===== config.mk =====
export PLATFORM = sky130hd
export DESIGN_NAME = staggered_multi_channel_slew_limiter_top
export DESIGN_NICKNAME = d
export VERILOG_FILES = /design/src/sv/smcsl_pkg.sv /design/src/sv/smcsl_cell.sv /design/src/sv/smcsl_step.sv /design/src/sv/smcsl_update.sv /design/src/sv/staggered_multi_channel_slew_limiter_top.sv
export SDC_FILE = /design/constraint.sdc
export NUM_CORES = 2
export LEC_CHECK = 0
export BUFFER_PORTS_ARGS = -buffer_cell sky130_fd_sc_hd__clkbuf_2
export CAP_MARGIN = 10
export CORE_AREA = 4 4 265 267
export DETAILED_ROUTE_END_ITERATION = 10
export DIE_AREA = 0 0 269 271
export PLACE_DENSITY = 0.7
export SLEW_MARGIN = 20
export SYNTH_ARGS = -nofsm -noshare
export SYNTH_HDL_FRONTEND = slang
export SYNTH_HIERARCHICAL = 1
export SYNTH_SLANG_ARGS = --single-unit

===== constraint.sdc =====
create_clock -name clk -period 8.4 [get_ports clk]
set_input_delay 0.42 -clock clk [delete_from_list [all_inputs] [get_ports clk]]
set_output_delay 0.42 -clock clk [all_outputs]
set_load 0.01 [all_outputs]

===== src/sv/smcsl_pkg.sv =====
// shared types, constants and helper functions of the staggered slew limiter
`timescale 1ns / 1ps
package smcsl_pkg;

  localparam int ANGLE_W   = 12;
  localparam int DELAY_W   = 13;
  localparam int ELAPSED_W = 16;
  localparam int STEP_W    = 13;
  localparam int SPEED_W   = 16;
  localparam int TICK_W    = 12;
  localparam int GAP_W     = 10;
  localparam int PCOUNT_W  = 4;
  localparam int CMD_W     = 2;
  localparam int CFG_ADDR_W = 3;
  localparam int CFG_DATA_W = 16;
  localparam int DEG_W     = 8;
  localparam int IDX_W     = 3;
  localparam int PROD_W    = SPEED_W + TICK_W;

  // register indexes of the configuration port
  localparam logic [CFG_ADDR_W-1:0] REG_PETAL_COUNT = 3'd0;
  localparam logic [CFG_ADDR_W-1:0] REG_BLOOM_ANGLE = 3'd1;
  localparam logic [CFG_ADDR_W-1:0] REG_CLOSE_ANGLE = 3'd2;
  localparam logic [CFG_ADDR_W-1:0] REG_SLEW_SPEED  = 3'd3;
  localparam logic [CFG_ADDR_W-1:0] REG_STAGGER_GAP = 3'd4;

  // register reset values
  localparam logic [PCOUNT_W-1:0] RST_PETAL_COUNT = 4'd8;
  localparam logic [ANGLE_W-1:0]  RST_BLOOM_ANGLE = 12'd1280;
  localparam logic [ANGLE_W-1:0]  RST_CLOSE_ANGLE = 12'd80;
  localparam logic [SPEED_W-1:0]  RST_SLEW_SPEED  = 16'd240;
  localparam logic [GAP_W-1:0]    RST_STAGGER_GAP = 10'd200;

  // request kinds and command codes
  localparam logic REQ_TICK = 1'b0;
  localparam logic REQ_CMD  = 1'b1;
  localparam logic [CMD_W-1:0] CMD_OPEN    = 2'd0;
  localparam logic [CMD_W-1:0] CMD_CLOSE   = 2'd1;
  localparam logic [CMD_W-1:0] CMD_STAG_LR = 2'd2;
  localparam logic [CMD_W-1:0] CMD_STAG_OI = 2'd3;

  localparam logic [DELAY_W-1:0]   DELAY_MAX   = 13'h1FFF;
  localparam logic [ELAPSED_W-1:0] ELAPSED_MAX = 16'hFFFF;
  localparam logic [ANGLE_W-1:0]   HALF_DEG    = 12'd8;

  // step = floor(prod / 1000) via reciprocal; any step above 4095 lands on target
  localparam logic [STEP_W-1:0] STEP_SAT      = 13'd4096;
  localparam logic [PROD_W-1:0] STEP_SAT_PROD = 28'd4096000;
  localparam int               RECIP_IN_W    = 22;
  localparam int               RECIP_M_W     = 23;
  localparam int               RECIP_SHIFT   = 32;
  localparam logic [RECIP_M_W-1:0] RECIP_M   = 23'd4294968;

  typedef struct packed {
    logic [ANGLE_W-1:0] cur;
    logic [ANGLE_W-1:0] tgt;
    logic [DELAY_W-1:0] dly;
  } petal_t;

  typedef struct packed {
    logic                 is_cmd;
    logic [CMD_W-1:0]     cmd;
    logic [STEP_W-1:0]    step;
    logic                 running;
    logic [ELAPSED_W-1:0] elapsed;
    logic [ANGLE_W-1:0]   bloom;
    logic [ANGLE_W-1:0]   close;
    logic [GAP_W-1:0]     gap;
  } upd_ctrl_t;

  typedef struct packed {
    logic ld_prod;
    logic ld_step;
  } step_ctrl_t;

  typedef enum logic [2:0] {
    ST_IDLE,
    ST_MUL,
    ST_DIV,
    ST_UPD,
    ST_RPT
  } state_t;

  // absolute distance between target and current angle
  function automatic logic [ANGLE_W-1:0] angle_dist(input petal_t p);
    angle_dist = (p.tgt > p.cur) ? (p.tgt - p.cur) : (p.cur - p.tgt);
  endfunction

  // more than half a degree away from target
  function automatic logic petal_far(input petal_t p);
    petal_far = angle_dist(p) > HALF_DEG;
  endfunction

  // round to whole degrees, saturating at the field maximum
  function automatic logic [DEG_W-1:0] round_deg(input logic [ANGLE_W-1:0] a);
    logic [ANGLE_W:0]   sum;
    logic [ANGLE_W-4:0] deg;
    sum = {1'b0, a} + {1'b0, HALF_DEG};
    deg = sum[ANGLE_W:4];
    round_deg = (deg > 9'd255) ? 8'd255 : deg[DEG_W-1:0];
  endfunction

endpackage


===== src/sv/smcsl_cell.sv =====
// one storage cell of the petal ring, shifts its contents toward the head
`timescale 1ns / 1ps
module smcsl_cell (
  input  logic                  clk,
  input  logic                  rst_n,
  input  logic                  shift_en,
  input  smcsl_pkg::petal_t     d_in,
  output smcsl_pkg::petal_t     d_out
);

  smcsl_pkg::petal_t petal_r;

  // petal state, reset to the closed angle with no delay
  always_ff @(posedge clk) begin
    if (!rst_n) begin
      petal_r.cur <= smcsl_pkg::RST_CLOSE_ANGLE;
      petal_r.tgt <= smcsl_pkg::RST_CLOSE_ANGLE;
      petal_r.dly <= '0;
    end else if (shift_en) begin
      petal_r <= d_in;
    end
  end

  assign d_out = petal_r;

endmodule


===== src/sv/smcsl_step.sv =====
// slew step per tick: speed * ms, then division by 1000 through a reciprocal
`timescale 1ns / 1ps
module smcsl_step (
  input  logic                                clk,
  input  smcsl_pkg::step_ctrl_t               ctrl,
  input  logic [smcsl_pkg::SPEED_W-1:0]       speed,
  input  logic [smcsl_pkg::TICK_W-1:0]        tick_ms,
  output logic [smcsl_pkg::STEP_W-1:0]        step
);

  localparam int RW = smcsl_pkg::RECIP_IN_W + smcsl_pkg::RECIP_M_W;

  logic [smcsl_pkg::PROD_W-1:0] prod_r;
  logic [smcsl_pkg::STEP_W-1:0] step_r;
  logic [smcsl_pkg::STEP_W-1:0] step_nxt;
  logic [RW-1:0]                recip;

  // first stage: speed times milliseconds
  always_ff @(posedge clk) begin
    if (ctrl.ld_prod) begin
      prod_r <= smcsl_pkg::PROD_W'(speed) * smcsl_pkg::PROD_W'(tick_ms);
    end
  end

  // second stage: exact divide by 1000 below the saturation point
  always_comb begin
    recip = RW'(prod_r[smcsl_pkg::RECIP_IN_W-1:0]) * RW'(smcsl_pkg::RECIP_M);
    if (prod_r >= smcsl_pkg::STEP_SAT_PROD) begin
      step_nxt = smcsl_pkg::STEP_SAT;
    end else begin
      step_nxt = recip[RW-1:smcsl_pkg::RECIP_SHIFT];
    end
  end

  always_ff @(posedge clk) begin
    if (ctrl.ld_step) begin
      step_r <= step_nxt;
    end
  end

  assign step = step_r;

endmodule


===== src/sv/smcsl_update.sv =====
// head-of-ring update of one petal for a command or a tick
`timescale 1ns / 1ps
module smcsl_update #(
  parameter int NW = 4
) (
  input  smcsl_pkg::upd_ctrl_t  ctrl,
  input  logic [NW-1:0]         pos,
  input  logic [NW-1:0]         n_act,
  input  smcsl_pkg::petal_t     p_in,
  output smcsl_pkg::petal_t     p_out,
  output logic                  far
);

  localparam int DPW = (NW + smcsl_pkg::GAP_W > smcsl_pkg::DELAY_W) ?
                       NW + smcsl_pkg::GAP_W : smcsl_pkg::DELAY_W;

  logic                         active;
  logic [NW-1:0]                mirror;
  logic [NW-1:0]                slots;
  logic [DPW-1:0]               dly_full;
  logic [smcsl_pkg::DELAY_W-1:0] dly_new;
  logic [smcsl_pkg::ANGLE_W-1:0] gap_abs;
  logic                         held;

  // start delay for a staggered sequence
  always_comb begin
    mirror = n_act - NW'(1) - pos;
    slots  = pos;
    if (ctrl.cmd == smcsl_pkg::CMD_STAG_OI && mirror < pos) begin
      slots = mirror;
    end
    dly_full = DPW'(slots) * DPW'(ctrl.gap);
    if (dly_full > DPW'(smcsl_pkg::DELAY_MAX)) begin
      dly_new = smcsl_pkg::DELAY_MAX;
    end else begin
      dly_new = dly_full[smcsl_pkg::DELAY_W-1:0];
    end
  end

  // new petal state
  always_comb begin
    active  = pos < n_act;
    gap_abs = smcsl_pkg::angle_dist(p_in);
    held    = ctrl.running && (smcsl_pkg::DELAY_W'(ctrl.elapsed) < p_in.dly) &&
              (ctrl.elapsed < smcsl_pkg::ELAPSED_W'(p_in.dly));
    p_out   = p_in;
    if (active) begin
      if (ctrl.is_cmd) begin
        case (ctrl.cmd)
          smcsl_pkg::CMD_OPEN: begin
            p_out.tgt = ctrl.bloom;
            p_out.dly = '0;
          end
          smcsl_pkg::CMD_CLOSE: begin
            p_out.tgt = ctrl.close;
            p_out.dly = '0;
          end
          default: begin
            p_out.tgt = ctrl.bloom;
            p_out.dly = dly_new;
          end
        endcase
      end else if (!held) begin
        if (smcsl_pkg::STEP_W'(gap_abs) <= ctrl.step) begin
          p_out.cur = p_in.tgt;
        end else if (p_in.tgt > p_in.cur) begin
          p_out.cur = p_in.cur + ctrl.step[smcsl_pkg::ANGLE_W-1:0];
        end else begin
          p_out.cur = p_in.cur - ctrl.step[smcsl_pkg::ANGLE_W-1:0];
        end
      end
    end
    far = active && smcsl_pkg::petal_far(p_out);
  end

endmodule


===== src/sv/staggered_multi_channel_slew_limiter_top.sv =====
// top level of the staggered multi-channel slew limiter
`timescale 1ns / 1ps
// Usage:
// The input stream carries one request per transfer: in_tuser is the request
// kind (tick or command), in_tdata holds the command code and the tick length
// in milliseconds. For each accepted request the block updates the active
// petals and then sends one result per active petal on the output stream,
// lowest petal first, with out_tlast on the last active petal.
// Petal state lives in a ring of PETAL_COUNT_MAX cells that, during a rotation,
// moves one cell per cycle past a single update unit at the head, unless the receiver stalls.
// Sequence: the step multiply, then the reciprocal divide, then the update
// rotation over every ring cell, then the report rotation over every ring cell,
// then idle, where the next request is taken; a new request is not accepted
// until the report rotation of the one before it is done.
// The last result may still wait in the output register.
// When the receiver stalls, the report rotation pauses with the result held.
// Reset (synchronous, rst_n low) restores register defaults, puts every petal
// at the closed angle with no delay and stops any sequence.
// Configuration writes are taken at any clock with cfg_we high.
module staggered_multi_channel_slew_limiter_top #(
  parameter int PETAL_COUNT_MAX = 8
) (
  input  logic        clk,
  input  logic        rst_n,
  // input stream
  input  logic        in_tvalid,
  output logic        in_tready,
  input  logic [15:0] in_tdata,   // command [1:0], tick_ms [13:2], zero [15:14]
  input  logic        in_tuser,   // req_type [0]
  // result stream
  output logic        out_tvalid,
  input  logic        out_tready,
  output logic [15:0] out_tdata,  // petal_index [2:0], petal_angle [10:3],
                                  // petal_moving [11], flower_moving [12], zero [15:13]
  output logic        out_tlast,  // last [0]
  // configuration write port
  input  logic        cfg_we,
  input  logic [2:0]  cfg_addr,
  input  logic [15:0] cfg_wdata
);

  localparam int NW = $clog2(PETAL_COUNT_MAX + 1);
  localparam logic [NW-1:0] POS_LAST = NW'(PETAL_COUNT_MAX - 1);

  // configuration registers
  logic [smcsl_pkg::PCOUNT_W-1:0] petal_count_r;
  logic [smcsl_pkg::ANGLE_W-1:0]  bloom_angle_r;
  logic [smcsl_pkg::ANGLE_W-1:0]  close_angle_r;
  logic [smcsl_pkg::SPEED_W-1:0]  slew_speed_r;
  logic [smcsl_pkg::GAP_W-1:0]    stagger_gap_r;

  // request and sequence state
  smcsl_pkg::state_t               state_r, state_nxt;
  logic                            req_type_r;
  logic [smcsl_pkg::CMD_W-1:0]     cmd_r;
  logic [smcsl_pkg::TICK_W-1:0]    tick_r;
  logic                            running_r;
  logic [smcsl_pkg::ELAPSED_W-1:0] elapsed_r;
  logic [NW-1:0]                   pos_r, pos_nxt;
  logic                            any_r;
  logic [NW-1:0]                   n_act;
  logic [smcsl_pkg::STEP_W-1:0]    step;
  logic [smcsl_pkg::ELAPSED_W:0]   elapsed_sum;

  // control decoded from the state
  logic                            shift_en;
  logic                            emit;
  smcsl_pkg::step_ctrl_t           step_ctrl;
  smcsl_pkg::upd_ctrl_t            upd_ctrl;
  logic                            slot_free;

  // ring
  smcsl_pkg::petal_t               ring_q [PETAL_COUNT_MAX];
  smcsl_pkg::petal_t               ring_d [PETAL_COUNT_MAX];
  smcsl_pkg::petal_t               upd_out;
  logic                            upd_far;

  // output register
  logic                            out_valid_r;
  logic [smcsl_pkg::IDX_W-1:0]     out_idx_r;
  logic [smcsl_pkg::DEG_W-1:0]     out_deg_r;
  logic                            out_pmov_r;
  logic                            out_fmov_r;
  logic                            out_last_r;

  // configuration writes
  always_ff @(posedge clk) begin
    if (!rst_n) begin
      petal_count_r <= smcsl_pkg::RST_PETAL_COUNT;
      bloom_angle_r <= smcsl_pkg::RST_BLOOM_ANGLE;
      close_angle_r <= smcsl_pkg::RST_CLOSE_ANGLE;
      slew_speed_r  <= smcsl_pkg::RST_SLEW_SPEED;
      stagger_gap_r <= smcsl_pkg::RST_STAGGER_GAP;
    end else if (cfg_we) begin
      unique case (cfg_addr)
        smcsl_pkg::REG_PETAL_COUNT: petal_count_r <= cfg_wdata[smcsl_pkg::PCOUNT_W-1:0];
        smcsl_pkg::REG_BLOOM_ANGLE: bloom_angle_r <= cfg_wdata[smcsl_pkg::ANGLE_W-1:0];
        smcsl_pkg::REG_CLOSE_ANGLE: close_angle_r <= cfg_wdata[smcsl_pkg::ANGLE_W-1:0];
        smcsl_pkg::REG_SLEW_SPEED:  slew_speed_r  <= cfg_wdata[smcsl_pkg::SPEED_W-1:0];
        smcsl_pkg::REG_STAGGER_GAP: stagger_gap_r <= cfg_wdata[smcsl_pkg::GAP_W-1:0];
        default: ;
      endcase
    end
  end

  // active petal count, clamped to the ring size, with zero taken as one
  always_comb begin
    if (petal_count_r == '0) begin
      n_act = NW'(1);
    end else if (int'(petal_count_r) > PETAL_COUNT_MAX) begin
      n_act = NW'(PETAL_COUNT_MAX);
    end else begin
      n_act = NW'(petal_count_r);
    end
  end

  assign slot_free = !out_valid_r || out_tready;

  // sequencer: next state and control
  always_comb begin
    state_nxt         = state_r;
    pos_nxt           = pos_r;
    shift_en          = 1'b0;
    emit              = 1'b0;
    step_ctrl.ld_prod = 1'b0;
    step_ctrl.ld_step = 1'b0;
    in_tready         = 1'b0;
    unique case (state_r)
      smcsl_pkg::ST_IDLE: begin
        in_tready = 1'b1;
        if (in_tvalid) begin
          state_nxt = smcsl_pkg::ST_MUL;
        end
      end
      smcsl_pkg::ST_MUL: begin
        step_ctrl.ld_prod = 1'b1;
        state_nxt         = smcsl_pkg::ST_DIV;
      end
      smcsl_pkg::ST_DIV: begin
        step_ctrl.ld_step = 1'b1;
        state_nxt         = smcsl_pkg::ST_UPD;
      end
      smcsl_pkg::ST_UPD: begin
        shift_en = 1'b1;
        if (pos_r == POS_LAST) begin
          pos_nxt   = '0;
          state_nxt = smcsl_pkg::ST_RPT;
        end else begin
          pos_nxt = pos_r + NW'(1);
        end
      end
      smcsl_pkg::ST_RPT: begin
        if (slot_free) begin
          shift_en = 1'b1;
          emit     = pos_r < n_act;
          if (pos_r == POS_LAST) begin
            pos_nxt   = '0;
            state_nxt = smcsl_pkg::ST_IDLE;
          end else begin
            pos_nxt = pos_r + NW'(1);
          end
        end
      end
      default: begin
        state_nxt = smcsl_pkg::ST_IDLE;
        pos_nxt   = '0;
      end
    endcase
  end

  always_ff @(posedge clk) begin
    if (!rst_n) begin
      state_r <= smcsl_pkg::ST_IDLE;
      pos_r   <= '0;
    end else begin
      state_r <= state_nxt;
      pos_r   <= pos_nxt;
    end
  end

  // request capture
  always_ff @(posedge clk) begin
    if (in_tvalid && in_tready) begin
      req_type_r <= in_tuser;
      cmd_r      <= in_tdata[1:0];
      tick_r     <= in_tdata[13:2];
    end
  end

  // sequence flag and saturating elapsed counter
  assign elapsed_sum = {1'b0, elapsed_r} + (smcsl_pkg::ELAPSED_W + 1)'(tick_r);

  always_ff @(posedge clk) begin
    if (!rst_n) begin
      running_r <= 1'b0;
      elapsed_r <= '0;
    end else if (state_r == smcsl_pkg::ST_MUL) begin
      if (req_type_r == smcsl_pkg::REQ_CMD) begin
        running_r <= (cmd_r == smcsl_pkg::CMD_STAG_LR) || (cmd_r == smcsl_pkg::CMD_STAG_OI);
        elapsed_r <= '0;
      end else if (running_r && tick_r != '0) begin
        elapsed_r <= elapsed_sum[smcsl_pkg::ELAPSED_W] ? smcsl_pkg::ELAPSED_MAX :
                     elapsed_sum[smcsl_pkg::ELAPSED_W-1:0];
      end
    end
  end

  // any-petal-moving flag gathered during the update rotation
  always_ff @(posedge clk) begin
    if (!rst_n) begin
      any_r <= 1'b0;
    end else if (state_r == smcsl_pkg::ST_MUL) begin
      any_r <= 1'b0;
    end else if (state_r == smcsl_pkg::ST_UPD && upd_far) begin
      any_r <= 1'b1;
    end
  end

  smcsl_step u_step (
    .clk     (clk),
    .ctrl    (step_ctrl),
    .speed   (slew_speed_r),
    .tick_ms (tick_r),
    .step    (step)
  );

  always_comb begin
    upd_ctrl.is_cmd  = req_type_r == smcsl_pkg::REQ_CMD;
    upd_ctrl.cmd     = cmd_r;
    upd_ctrl.step    = step;
    upd_ctrl.running = running_r;
    upd_ctrl.elapsed = elapsed_r;
    upd_ctrl.bloom   = bloom_angle_r;
    upd_ctrl.close   = close_angle_r;
    upd_ctrl.gap     = stagger_gap_r;
  end

  smcsl_update #(
    .NW (NW)
  ) u_update (
    .ctrl  (upd_ctrl),
    .pos   (pos_r),
    .n_act (n_act),
    .p_in  (ring_q[0]),
    .p_out (upd_out),
    .far   (upd_far)
  );

  // ring of petal cells; the tail takes the updated head or the head itself
  for (genvar k = 0; k < PETAL_COUNT_MAX; k++) begin : g_ring
    if (k == PETAL_COUNT_MAX - 1) begin : g_tail
      assign ring_d[k] = (state_r == smcsl_pkg::ST_UPD) ? upd_out : ring_q[0];
    end else begin : g_body
      assign ring_d[k] = ring_q[k+1];
    end
    smcsl_cell u_cell (
      .clk      (clk),
      .rst_n    (rst_n),
      .shift_en (shift_en),
      .d_in     (ring_d[k]),
      .d_out    (ring_q[k])
    );
  end

  // output register, loaded from the ring head during the report rotation
  always_ff @(posedge clk) begin
    if (!rst_n) begin
      out_valid_r <= 1'b0;
    end else if (emit) begin
      out_valid_r <= 1'b1;
    end else if (out_tready) begin
      out_valid_r <= 1'b0;
    end
  end

  always_ff @(posedge clk) begin
    if (emit) begin
      out_idx_r  <= smcsl_pkg::IDX_W'(pos_r);
      out_deg_r  <= smcsl_pkg::round_deg(ring_q[0].cur);
      out_pmov_r <= smcsl_pkg::petal_far(ring_q[0]);
      out_fmov_r <= any_r;
      out_last_r <= pos_r == n_act - NW'(1);
    end
  end

  assign out_tvalid = out_valid_r;
  assign out_tdata  = {3'b000, out_fmov_r, out_pmov_r, out_deg_r, out_idx_r};
  assign out_tlast  = out_last_r;

  // checks
  a_accept_starts: assert property (@(posedge clk) disable iff (!rst_n)
    (in_tvalid && in_tready) |=> (state_r == smcsl_pkg::ST_MUL))
    else $error("request transfer did not start the step calculation");

  a_pos_idle: assert property (@(posedge clk) disable iff (!rst_n)
    (state_r == smcsl_pkg::ST_IDLE) |-> (pos_r == '0))
    else $error("ring position not home while idle");

  a_petal_implies_flower: assert property (@(posedge clk) disable iff (!rst_n)
    (out_tvalid && out_tdata[11]) |-> out_tdata[12])
    else $error("petal moving without flower moving");

  a_emit_only_free: assert property (@(posedge clk) disable iff (!rst_n)
    emit |-> (slot_free && state_r == smcsl_pkg::ST_RPT))
    else $error("result loaded over a pending result");

endmodule


==> out/results.txt <==
The flow ran to the end, and the final reports show no timing, DRC or antenna violations. The post-route clock skew was 0.0391 ns; the share of final-layout standard cells stronger than drive strength 1 was 6.55%. The share of synthesized area in the top cell type comes to 20.3%. The initial antenna violation count is 3.

The effective utilization at floorplan was 54.4%; the arrival time of the worst setup path was 7.93 ns. The maximum fanout along the worst path was 12; the global router's overall resource usage was 22.5%. The worst setup path is captured at a register. The layout has 5,938 filler cells.

In this design, the largest share of critical-path delay is due to compound AO/OA/AOI/OAI gates. Before CTS, the worst setup slack after placement is 1.12 ns. The maximum count of clock buffers along a single path is 3, and the clock edge transition at the registers on the reported setup and hold paths is 0.07 ns. Routability-driven placement finished with a final weighted congestion of 0.908. The via count of the first global-routing pass came out at 26,300. By area the synthesized netlist is led by sky130_fd_sc_hd__dfxtp_1 (20%), sky130_fd_sc_hd__fa_1 (14%), sky130_fd_sc_hd__ha_1 (14%). Dividing the final minimum period by the clock period gives 88.1%. The synthesized area per cell is 9.43 µm².

The top cell types in the final layout, fill and taps aside, are sky130_fd_sc_hd__inv_1 (552), sky130_fd_sc_hd__nand2_1 (408), sky130_fd_sc_hd__ha_1 (408). The hold violation total from the final report is 0, and the area growth from synthesis to final layout is 6.29%. The tools report the total length of routed wires as 81,100 µm. The tools report the number of standard cells after synthesis as 3,926.

The run gives 0 as the count of pins over their slew limit. After synthesis, the share of flip-flops with an asynchronous set or reset is 0%. After detailed routing, the number of vias per cell comes to 5.40.

Leaving out filler cells and counting taps, the final layout contains 4,839. In the synthesized netlist the dominant register cell turns out to be sky130_fd_sc_hd__dfxtp_1. The number of placement rows came out at 96. The top cell type by total area after synthesis is sky130_fd_sc_hd__dfxtp_1.

The number of warning messages in the yosys log was 6; the number of synthesized flops with an enable pin was 70. During placement, the flow inserted port buffers numbering 54. The maximum cell stage delay along the critical path was 0.56 ns. The cell occurring most often along the worst timing path was sky130_fd_sc_hd__a21oi_1. The master cell of the clock root buffer is sky130_fd_sc_hd__clkbuf_16. Synthesis inferred 446 register bits. STA classifies the critical path startpoint as a register. Setup repair after global routing left no endpoint under its margin. Sequential elements use 26.0% of the synthesized area. Setup violations remaining at the end of the flow were counted as 0. The tools report the number of clock buffers inserted by TritonCTS as 48. The smallest clock period supported by the final layout is computed as 7.40 ns.

For the total DRC errors in the routed layout, the log shows 0. Across the run, the number of max-cap violations was 0. For the pin with the worst max-slew slack, the measured transition is 1.20 ns. In the final layout, the multi-input gates occupy 24,200 µm². The number of placed instances, taps included, is 4,735.

The floorplan step defined a core boundary enclosing 68,100 µm². Detailed placement ended at an HPWL of 60,600 µm. After detailed routing, the average wire length per cell comes to 16.8 µm. The clock insertion delay at the later pin of the skew report is 0.61 ns.

For this block, the initial DRC count from the detailed router was 1,791. The worst hold-check path type was in -> reg. 60 I/O pins were placed. Entering global routing, the biggest net connects 159 pins.

Summing all flip-flop and latch instances after layout gives 9630 µm². The overall via count from detail_route was 26,100. Setup slack closes at 1.00 ns. The first TritonRoute pass finished after 5 iterations. Master of the slowest instance on the critical path: sky130_fd_sc_hd__dfxtp_1. The library cell used most frequently in the layout, excluding fill and tap cells, is sky130_fd_sc_hd__inv_1. The first global-routing pass estimated 135,000 µm of wire. The overall die height is 271 µm.

Based on the critical path, the design can be clocked at up to 0.135 GHz. The number of distinct library cells after synthesis was 100. STA puts the critical path data required time at 8.93 ns. In this run the horizontal extent of the chip is 269 µm. TritonCTS built the clock tree. For the net total in the final layout, the log shows 4,629. The tree built by TritonCTS fans out to 446 sinks.

The tools report the post-detailed-route count of antenna-violating nets as 0. The run gives 37,000 µm² as the netlist area before placement. The number of buffers inserted to repair setup after CTS was 0.

The floorplan step defined a die boundary enclosing 72,900 µm². The critical path is of the reg -> reg type. The remaining global-route overflow is 0, and the setup TNS after final layout is 0 ns. The buffers plus inverters on the worst setup path works out to 2. The H-tree was split into 2 levels. The headroom to the max-slew limit came out at 19.8%.
## sequential cells by signal, indices dropped and copies added (netlist names), 2 cells and up
register and count:
u_step/prod_r 28, state_r 3, stagger_gap_r 10, out_deg_r 8, bloom_angle_r 12, pos_r 4, elapsed_r 16, slew_speed_r 16
petal_count_r 4, g_ring.u_cell/d_out 296, out_idx_r 3, u_step/step 13, close_angle_r 12, cmd_r 2, tick_r 12
## layout make-up
cell class              count  share of cell area [%]
multi-input cells        2772                    61.6
clock buffers              65                    3.55
well taps                 882                    2.80
inverters                 552                    5.27
diodes                      1                 0.00636
clock inverters            23                   0.595
flip-flops and latches    446                    24.5
repair buffers             98                    1.72
## path summary, 6_finish.rpt
kind / startpoint / end / slack, ns / depth (start not counted)
worst max-delay path: g_ring[0].u_cell/d_out[26] / any_r / 1.00 / 31
worst min-delay path: cfg_wdata[14] / slew_speed_r[14] / 0.08 / 3
worst max register to register: g_ring[0].u_cell/d_out[26] / any_r / 1.00 / 31
worst min register to register: elapsed_r[0] / elapsed_r[0] / 0.46 / 2
## worst register-to-register path: cells and delay by family, from the launching register on
family | cells | cell delay [ns]
AO/OA/AOI/OAI | 17 | 3.41
AND/OR/NAND/NOR | 6 | 1.23
adder cells (fa/ha/maj) | 3 | 1.00
multiplexers | 2 | 0.67
flip-flops | 1 | 0.56
buffers and inverters | 2 | 0.27
XOR/XNOR | 1 | 0.20
## logic make-up (layout without fill, tap and decap cells)
logic type,count (synthesis),in the layout,synth area share [%]
multiplexers,375,375,10.3
XOR/XNOR,90,90,2.13
buffers and inverters,710,738,8.65
AO/OA/AOI/OAI,518,518,9.44
other,1,4,0.0101
AND/OR/NAND/NOR,1116,1116,15.5
adder cells (fa/ha/maj),670,670,28.0
flip-flops,446,446,26.0
## cell usage after synthesis, drive strengths merged, types with 49 or more instances
| master | count |
|---|---|
| mux2i | 329 |
| nor2 | 91 |
| ha | 408 |
| nor3 | 50 |
| nor2b | 302 |
| xnor2 | 72 |
| a21oi | 132 |
| nand2 | 412 |
| fa | 262 |
| clkbuf | 101 |
| buf | 57 |
| edfxtp | 70 |
| and2 | 87 |
| o21ai | 109 |
| a21boi | 55 |
| nand3 | 49 |
| inv | 552 |
| a21o | 61 |
| dfxtp | 376 |
## through the flow
stage	cell area, µm²	util, %	hold WS (ns)
after global routing	39400	57.8	0.0742
after floorplan	37000	-	0.409
after global placement	37500	55.1	0.450
final	39400	57.8	0.0849
after CTS	39300	57.8	0.0497
after detailed placement	37600	55.2	0.456
## layer usage
layer	vias to the layer above	part of all wire [%]	track usage, %
li1	13000	-	-
met1	12400	47	32.0
met2	604	45	35.9
met3	138	5.2	3.42
met4	0	2.9	6.29
met5	-	0	0
## timing repair
item	in CTS	in global routing
gates resized for setup	0	0
hold buffers	15	0
endpoints found under the hold margin	15	0
Power is not shown: default switching activity piles up to over one toggle a cycle in this logic, so the estimate is an artifact.
